File: src/sv/fsm_pkg.sv
// Package for the Forth stack machine step core: opcodes, states, control structs.
// No dependencies.
package fsm_pkg;
    localparam int CELL_BITS_DEF    = 32;
    localparam int MEM_WORDS_DEF    = 4096;
    localparam int DATA_DEPTH_DEF   = 32;
    localparam int RETURN_DEPTH_DEF = 32;
    localparam int ADDR_W = 12;

    localparam logic [4:0] OP_COLON = 5'd1;
    localparam logic [4:0] OP_SEMI  = 5'd2;
    localparam logic [4:0] OP_LIT   = 5'd3;
    localparam logic [4:0] OP_CONST = 5'd4;
    localparam logic [4:0] OP_VAR   = 5'd5;
    localparam logic [4:0] OP_ROT   = 5'd8;
    localparam logic [4:0] OP_DROP  = 5'd9;
    localparam logic [4:0] OP_DUP   = 5'd10;
    localparam logic [4:0] OP_SWAP  = 5'd11;
    localparam logic [4:0] OP_PLUS  = 5'd12;
    localparam logic [4:0] OP_EQ    = 5'd13;
    localparam logic [4:0] OP_FETCH = 5'd14;
    localparam logic [4:0] OP_STORE = 5'd15;
    localparam logic [4:0] OP_ZBR   = 5'd16;
    localparam logic [4:0] OP_BR    = 5'd17;
    localparam logic [4:0] OP_EXEC  = 5'd18;
    localparam logic [4:0] OP_COUNT = 5'd20;
    localparam logic [4:0] OP_EMIT  = 5'd24;

    localparam logic [1:0] FLT_OK    = 2'd0;
    localparam logic [1:0] FLT_DUNDER = 2'd1;
    localparam logic [1:0] FLT_DOVER = 2'd2;
    localparam logic [1:0] FLT_RET   = 2'd3;

    typedef enum logic [2:0] {
        ST_CLEAR, ST_IDLE, ST_EXEC, ST_DONE
    } t_state;

    // Commands from controller to datapath.
    typedef struct packed {
        logic clear_en;   // write zero at the sweep address
        logic load;       // capture the input item and read operands
        logic exec;       // apply the item to the state
    } t_cmd;

    // Status from datapath to controller.
    typedef struct packed {
        logic clear_last;
    } t_stat;
endpackage

File: src/sv/fsm_ctrl.sv
// Controller of the Forth stack machine step core.
// Depends on fsm_pkg.
module fsm_ctrl (
    input  logic          i_clk,
    input  logic          i_rst_n,
    input  logic          i_in_valid,
    output logic          o_in_stall,
    output logic          o_out_valid,
    input  logic          i_out_stall,
    input  fsm_pkg::t_stat i_stat,
    output fsm_pkg::t_cmd  o_cmd
);
    fsm_pkg::t_state r_state, n_state;

    // State register.
    always_ff @(posedge i_clk) begin
        if (!i_rst_n) begin
            r_state <= fsm_pkg::ST_CLEAR;
        end else begin
            r_state <= n_state;
        end
    end

    // Next state. In DONE the next item is loaded as the result is taken; a stalled result stalls input.
    always_comb begin
        n_state = r_state;
        case (r_state)
            fsm_pkg::ST_CLEAR: if (i_stat.clear_last) n_state = fsm_pkg::ST_IDLE;
            fsm_pkg::ST_IDLE:  if (i_in_valid) n_state = fsm_pkg::ST_EXEC;
            fsm_pkg::ST_EXEC:  n_state = fsm_pkg::ST_DONE;
            fsm_pkg::ST_DONE: begin
                if (!i_out_stall) begin
                    n_state = i_in_valid ? fsm_pkg::ST_EXEC : fsm_pkg::ST_IDLE;
                end
            end
            default: n_state = fsm_pkg::ST_IDLE;
        endcase
    end

    // Outputs.
    always_comb begin
        o_cmd       = '0;
        o_in_stall  = 1'b1;
        o_out_valid = 1'b0;
        case (r_state)
            fsm_pkg::ST_CLEAR: o_cmd.clear_en = 1'b1;
            fsm_pkg::ST_IDLE: begin
                o_in_stall = 1'b0;
                o_cmd.load = i_in_valid;
            end
            fsm_pkg::ST_EXEC: o_cmd.exec = 1'b1;
            fsm_pkg::ST_DONE: begin
                o_out_valid    = 1'b1;
                o_in_stall     = i_out_stall;
                o_cmd.load     = !i_out_stall && i_in_valid;
            end
            default: o_cmd = '0;
        endcase
    end
endmodule

File: config.mk
export PLATFORM = sky130hd
export DESIGN_NAME = fsm_ctrl
export DESIGN_NICKNAME = d
export VERILOG_FILES = /design/src/sv/fsm_pkg.sv /design/src/sv/fsm_ctrl.sv
export SDC_FILE = /design/constraint.sdc
export NUM_CORES = 1
export LEC_CHECK = 0
export BUFFER_PORTS_ARGS = -buffer_cell sky130_fd_sc_hd__buf_2
export CORE_AREA = 10 10 47 49
export CTS_CLUSTER_DIAMETER = 40
export DETAILED_ROUTE_END_ITERATION = 7
export DIE_AREA = 0 0 57 59
export PLACE_DENSITY = 0.36
export SLEW_MARGIN = 30
export SYNTH_ARGS = -nofsm -noshare
export SYNTH_HDL_FRONTEND = slang
export SYNTH_SLANG_ARGS = --single-unit
File: constraint.sdc
create_clock -name i_clk -period 1.7 [get_ports i_clk]
set_input_delay 0 -clock i_clk [delete_from_list [all_inputs] [get_ports i_clk]]
set_output_delay 0 -clock i_clk [all_outputs]
set_load 0.03 [all_outputs]
* Word-level counts from Yosys, hierarchy flattened *
Index checks and enable logic that the tools add are counted.

word-level totals
  bits in registers = 3
  input bits = 5
  word-level logic and storage cells = 21

cells by class
  mux-type cells = 10
  reduce and logical (&&, ||, !) cells = 4
  eq/ne operators = 6

operators by type and width
  operator              count
  $pmux W3 S4           1
  $mux W3               3
  $eq A3 B2 Y1 const B  2
  $ne A2 B2 Y1 const B  3
  $pmux W1 S2           2
  $eq A3 B1 Y1 const B  1
  $logic_not A3 Y1      1
  $mux W1               3
  $reduce_and A3 Y1     1
  $mux W2               1
  $logic_and A1 B1 Y1   1
  $logic_not A1 Y1      1

* Logic depth before layout (Yosys ltp) *
Gate-level depths: netlist of run 1.

  word-level depth = 3
  depth in mapped cells = 3
  mapped depth without buffers = 3

* Worst setup path before layout of run 1 *
No wires, ideal clock.

  kind = reg-to-output
  start = register r_state[0]
  end = output o_cmd[1] in the netlist's numbering
  path slack = 0.721 ns
  data arrival time = 0.979 ns
  stages on the path, launching flop included = 3
  path buffers = 0
  required time = 1.700 ns
  cells stage by stage = dfxtp_1 -> nand2_1 -> a21oi_1

RTL lines
  what                      line            text
  start: declaration        fsm_ctrl.sv:13  fsm_pkg::t_state r_state, n_state;
  start signal: assignment  fsm_ctrl.sv:18  r_state <= fsm_pkg::ST_CLEAR;
  start signal: assignment  fsm_ctrl.sv:20  r_state <= n_state;
  end: declaration          fsm_ctrl.sv:11  output fsm_pkg::t_cmd o_cmd

==> results.sh, run 1 <==
export IMPL_crit_path_start_kind="register"
export IMPL_synth_cell_types=8
export IMPL_setup_violations=0
export IMPL_firstDrtPassIters=2
export IMPL_grt_pass1_wl_um=710
export IMPL_clock_sinks=2
export IMPL_final_util_pct=14.02
export IMPL_power_density_nw_per_um2=1083
export IMPL_antenna_found_initial=0
export IMPL_critPathSlowestCell="dfxtp_1"
export IMPL_postSynthNetCount=22
export IMPL_nets=36
export IMPL_tightestPinTransition_ns=0.2116
export IMPL_timing_rr_start="r_state[0]"
export IMPL_largest_reg_flops=2
export IMPL_avgSynthCellArea_um2=6.403
export IMPL_die_h_um=59
export IMPL_fin_crit_ns=1.106
export IMPL_cts_root_buf="clkbuf_4"
export IMPL_die_area_um2=3363
export IMPL_relSlewSlack_pct=85.88
export IMPL_ant_nets=0
export IMPL_rsz0062_at_grt="no"
export IMPL_drive_above_1_share_pct=41.38
export IMPL_vias_per_cell=3.222
export IMPL_slew_violations=0
export IMPL_top_register="r_state"
export IMPL_worstHoldStart="i_rst_n"
export IMPL_die_width_um=57
export IMPL_grt_max_degree=8
export IMPL_crit_start="r_state[0]"
export IMPL_p_leak_nw=0.09604
export IMPL_cap_viol_max_count=0
export IMPL_critPathMaxStageDelay_ns=0.42
export IMPL_gp_congestion=0.6231
export IMPL_critPathRequiredTime_ns=1.70
export IMPL_path_clk_slew_ns=0.03
export IMPL_drc=0
export IMPL_hold_violations=0
export IMPL_synth_seq_cells=2
export IMPL_cp_max_fo=7
export IMPL_crit_chain="nand2_1 -> a21oi_1 -> buf_2"
export IMPL_crit_type="register to primary output"
export IMPL_hpwl_um=340.5
export IMPL_syn_inst=17
export IMPL_grt_total_usage_pct=3.241
export IMPL_cts_hold_buffers=0
export IMPL_ctsHtreeMaxLevel=1
export IMPL_cts_setup_buffers=0
export IMPL_wl_per_cell_um=9.111
export IMPL_grt_pass1_vias=169
export IMPL_initialDrtViolationCount=7
export IMPL_ir_drop_mv=0.2092
export IMPL_rr_worst_depth=3
export IMPL_worstHoldPathType="input pin to register"
export IMPL_fin_crit_sh_pct=65.05
export IMPL_core_area_um2=1401
export IMPL_post_cts_resized=0
export IMPL_hold_depth=3
export IMPL_synth_area_um2=108.9
export IMPL_outcome="complete, no violations"
export IMPL_grt_ovfl_total=0
export IMPL_area_growth_pct=80.46
export IMPL_routed_wirelength_um=410
export IMPL_end_kind="primary output"
export IMPL_initial_core_util_pct=7.768
export IMPL_clk_path_buf_depth=2
export IMPL_tns_ns=0
export IMPL_vias=145
export IMPL_antennaDiodeCount=0
export IMPL_fmax_ghz=0.9042
export IMPL_fin_skew_ns=0.003718
export IMPL_io_buffers=9
export IMPL_ios=10
export IMPL_rows=14
export IMPL_crit_arrival_ns=1.11
export IMPL_cts_made_buffers=3
export IMPL_largestRegisters="r_state x2"
export IMPL_ys_warnings_count=0
export IMPL_clk_insertion_delay_late_ns=0.22
export IMPL_seq_area_frac_synth_pct=36.78
export IMPL_cts_tree="yes"
[cell type report]
| type | count | area [um2] |
|---|---|---|
| clock buffers | 3 | 22.52 |
| fillers | 175 | 1205 |
| well taps | 16 | 20.02 |
| repair buffers | 9 | 45.04 |
| multi-input cells | 13 | 61.31 |
| inverters | 2 | 7.507 |
| flip-flops and latches | 2 | 40.04 |
[cell usage in the layout, fill, tap and decap left out]
cell      Yosys  routed
a21boi_1      1       1
a21oi_1       2       2
buf_2         0       9
clkbuf_4      0       3
dfxtp_1       2       2
inv_1         2       2
nand2_1       4       4
nand3b_1      1       1
nor2_1        3       3
o21ai_1       2       2
[report_power, final]
group / internal (mW) / switching (mW)
logic: 0.0166 / 0.0346
clock network: 0.0778 / 0.0261
registers: 0.0516 / 0.00607
[worst max-delay path, delay by kind of cell, from the launching register on]
family          cells  cell delay, ns
buf+inv             1            0.21
simple gates        1            0.12
compound gates      1            0.13
flops               1            0.42
[path summary, 6_finish.rpt]
| kind | to | slack [ns] |
|---|---|---|
| hold reg to reg | r_state[1] | 0.53 |
| hold / removal | r_state[0] | 0.03 |
| setup reg to reg | r_state[1] | 0.88 |
| setup / recovery | o_cmd[1] | 0.59 |
[through the flow]
step / instances / hold slack, ns / power [mW] / setup slack (ns) / cell area [um2]
after floorplan: 17 / 0.1161 / 0.09141 / 0.7209 / 108.9
after global placement: 42 / 0.2620 / 0.1113 / 0.8372 / 173.9
after detailed placement: 42 / 0.2586 / 0.1104 / 0.8309 / 173.9
after CTS: 45 / 0.02140 / 0.2217 / 0.5846 / 196.4
after global routing: 45 / 0.002384 / 0.2406 / 0.5202 / 196.4
final: 45 / 0.02796 / 0.2127 / 0.5941 / 196.4
[cells in the mapped netlist]
library cell / number / area [um2]
a21oi_1: 2 / 10.01
o21ai_1: 2 / 10.01
inv_1: 2 / 7.510
a21boi_1: 1 / 7.510
nand3b_1: 1 / 7.510
nand2_1: 4 / 15.01
dfxtp_1: 2 / 40.04
nor2_1: 3 / 11.26
[cell families (layout without fill, tap and decap cells)]
kind of cell	after synthesis	in the layout	share of synthesized area, %
simple gates	8	8	31.03
compound gates	5	5	25.29
flops	2	2	36.78
buf+inv	2	14	6.899
[metal layers]
layer  track usage (%)  vias up  share of wire [%]
met5                 0        -                  0
met4             4.027        0                  0
met3             4.721        0                 18
met2             3.566        6                 48
met1             2.138       59                 35
li1                  -       80                  -
No activity file was read; power rests on OpenSTA's default activity.
==> inputs of run 2 (changes only) <==
Clock period 1.7 ns to 1 ns, I/O delays scaled along.
==> run 2 against run 1 <==
Power grew 75%. Critical path type unchanged. Flip-flop and latch count is the same. Sequential share of layout area grew 0.85 points. Setup slack lost 0.52 ns. Register-to-register slack lost 0.63 ns. Count of clock-buffer cells in the layout is the same. Non-clock buffer count is the same. Clock skew grew 0.00066 ns. Cell count is the same.
==> results.sh, run 2 (synthesized netlist as in run 1, its figures left out) <==
export IMPL_outcome="complete, no violations"
export IMPL_setup_violations=0
export IMPL_pwr_share_clk_pct=47.3
export IMPL_critPathRequiredTime_ns=1.00
export IMPL_crit_path_start_kind="register"
export IMPL_initial_core_util_pct=7.768
export IMPL_p_int_mw=0.2550
export IMPL_grt_ovfl_total=0
export IMPL_cts_hold_buffers=0
export IMPL_critPathMaxStageDelay_ns=0.37
export IMPL_die_h_um=59
export IMPL_crit_chain="nand2_2 -> a21oi_2 -> buf_6"
export IMPL_routed_wirelength_um=422
export IMPL_vias=154
export IMPL_antenna_found_initial=0
export IMPL_tightestPinTransition_ns=0.1594
export IMPL_power_density_nw_per_um2=1666
export IMPL_cts_setup_buffers=0
export IMPL_fin_skew_ns=0.004376
export IMPL_die_area_um2=3363
export IMPL_p_seq_share_pct=26.7
export IMPL_die_width_um=57
export IMPL_rows=14
export IMPL_holdWs_ns=0.009681
export IMPL_firstDrtPassIters=3
export IMPL_ctsHtreeMaxLevel=1
export IMPL_ios=10
export IMPL_antennaDiodeCount=0
export IMPL_nets=36
export IMPL_cp_max_fo=7
export IMPL_io_buffers=9
export IMPL_fmax_ghz=1.084
export IMPL_initialDrtViolationCount=4
export IMPL_ant_nets=0
export IMPL_worstHoldPathType="input pin to register"
export IMPL_top_register="r_state"
export IMPL_grt_pass1_wl_um=627
export IMPL_cts_tree="yes"
export IMPL_critPathSlowestCell="dfxtp_4"
export IMPL_clk_insertion_delay_late_ns=0.22
export IMPL_hold_violations=0
export IMPL_wl_per_cell_um=9.378
export IMPL_drive_above_1_share_pct=58.62
export IMPL_core_area_um2=1401
export IMPL_fin_crit_ns=0.9228
export IMPL_end_kind="primary output"
export IMPL_vias_per_cell=3.422
export IMPL_grt_total_usage_pct=2.853
export IMPL_relSlewSlack_pct=89.45
export IMPL_crit_arrival_ns=0.92
export IMPL_grt_max_degree=8
export IMPL_switching_power_mw=0.1181
export IMPL_crit_type="register to primary output"
export IMPL_gp_congestion=0.6821
export IMPL_area_growth_pct=105.7
export IMPL_switching_share_pct=31.65
export IMPL_hpwl_um=340.2
export IMPL_largest_reg_flops=2
export IMPL_clock_sinks=2
export IMPL_nFillCells=174
export IMPL_ir_drop_mv=0.3582
export IMPL_final_common_cell="buf_2"
export IMPL_final_cell_mix="buf_2 (6), nand2_1 (3), clkbuf_4 (3)"
export IMPL_cts_made_buffers=3
export IMPL_path_clk_slew_ns=0.03
export IMPL_cts_root_buf="clkbuf_4"
export IMPL_slew_violations=0
export IMPL_cap_viol_max_count=0
export IMPL_drc=0
export IMPL_tns_ns=0
export IMPL_clk_path_buf_depth=2
export IMPL_grt_pass1_vias=149
export IMPL_fin_crit_sh_pct=92.28
export IMPL_combPwrFrac_pct=26.0
export IMPL_rsz0062_at_grt="no"
export IMPL_largestRegisters="r_state x2"
export IMPL_p_leak_nw=0.09911
-- run 2: cell counts in the layout (fill, tap and decap cells not counted) --
No cell type changed its count.
-- run 2: repair_timing --
item / CTS / global route
endpoints found under the hold margin: 0 / 0
resized for setup: 5 / 6
gates cloned: 0 / 0
pin swaps: 0 / 1
endpoints found under the setup margin: 3 / 3
-- run 2: final timing paths --
| kind | endpoint | cells after the start | slack, ns | from |
|---|---|---|---|---|
| hold reg to reg | r_state[1] | 2 | 0.53 | r_state[1] |
| setup reg to reg | r_state[1] | 3 | 0.25 | r_state[0] |
| setup / recovery | o_cmd[1] | 3 | 0.08 | r_state[0] |
| hold / removal | r_state[0] | 3 | 0.01 | i_rst_n |
-- run 2: worst max-delay path: cells and delay by family, from the launching register on --
family	cells	cell delay [ns]
flip-flops	1	0.37
buffers and inverters	1	0.14
AND/OR/NAND/NOR	1	0.07
AO/OA/AOI/OAI	1	0.12
-- run 2: layout make-up --
cell class                      instances  area [um2]  share of cell area [%]
Clock buffer                            3       22.52                   10.06
Inverter                                2       7.507                   3.352
Multi-Input combinational cell         13       70.07                   31.28
Sequential cell                         2       47.55                   21.23
Tap cell                               16       20.02                   8.939
Timing Repair Buffer                    9       56.30                   25.14
-- run 2: stage by stage --
| stage | setup WS, ns | area (um2) | util, % | instances | power [mW] |
|---|---|---|---|---|---|
| floorplan | 0.02095 | 108.9 | - | 17 | 0.1554 |
| global placement | 0.1143 | 173.9 | 12.41 | 42 | 0.1891 |
| detailed placement | 0.1128 | 173.9 | 12.41 | 42 | 0.1886 |
| CTS | 0.001040 | 207.7 | 14.82 | 45 | 0.3840 |
| global route | 0.01925 | 224.0 | 15.98 | 45 | 0.4128 |
| finish | 0.07718 | 224.0 | 15.98 | 45 | 0.3731 |
-- run 2: power by group through the flow --
stage	clock [mW]	combinational, mW	sequential, mW
floorplan	0	0.0585	0.0969
CTS	0.192	0.0932	0.0991
finish	0.177	0.0969	0.0997
detailed placement	0	0.0890	0.0996
global route	0.207	0.105	0.101
global placement	0	0.0892	0.0999
-- run 2: metal layers --
| layer | global-route usage, % | up-vias | wire length, um |
|---|---|---|---|
| met5 | 0 | - | 0 |
| met4 | 3.020 | 0 | 0 |
| met3 | 4.721 | 0 | 78 |
| met2 | 2.946 | 6 | 194 |
| met1 | 1.902 | 67 | 149 |
| li1 | - | 81 | - |
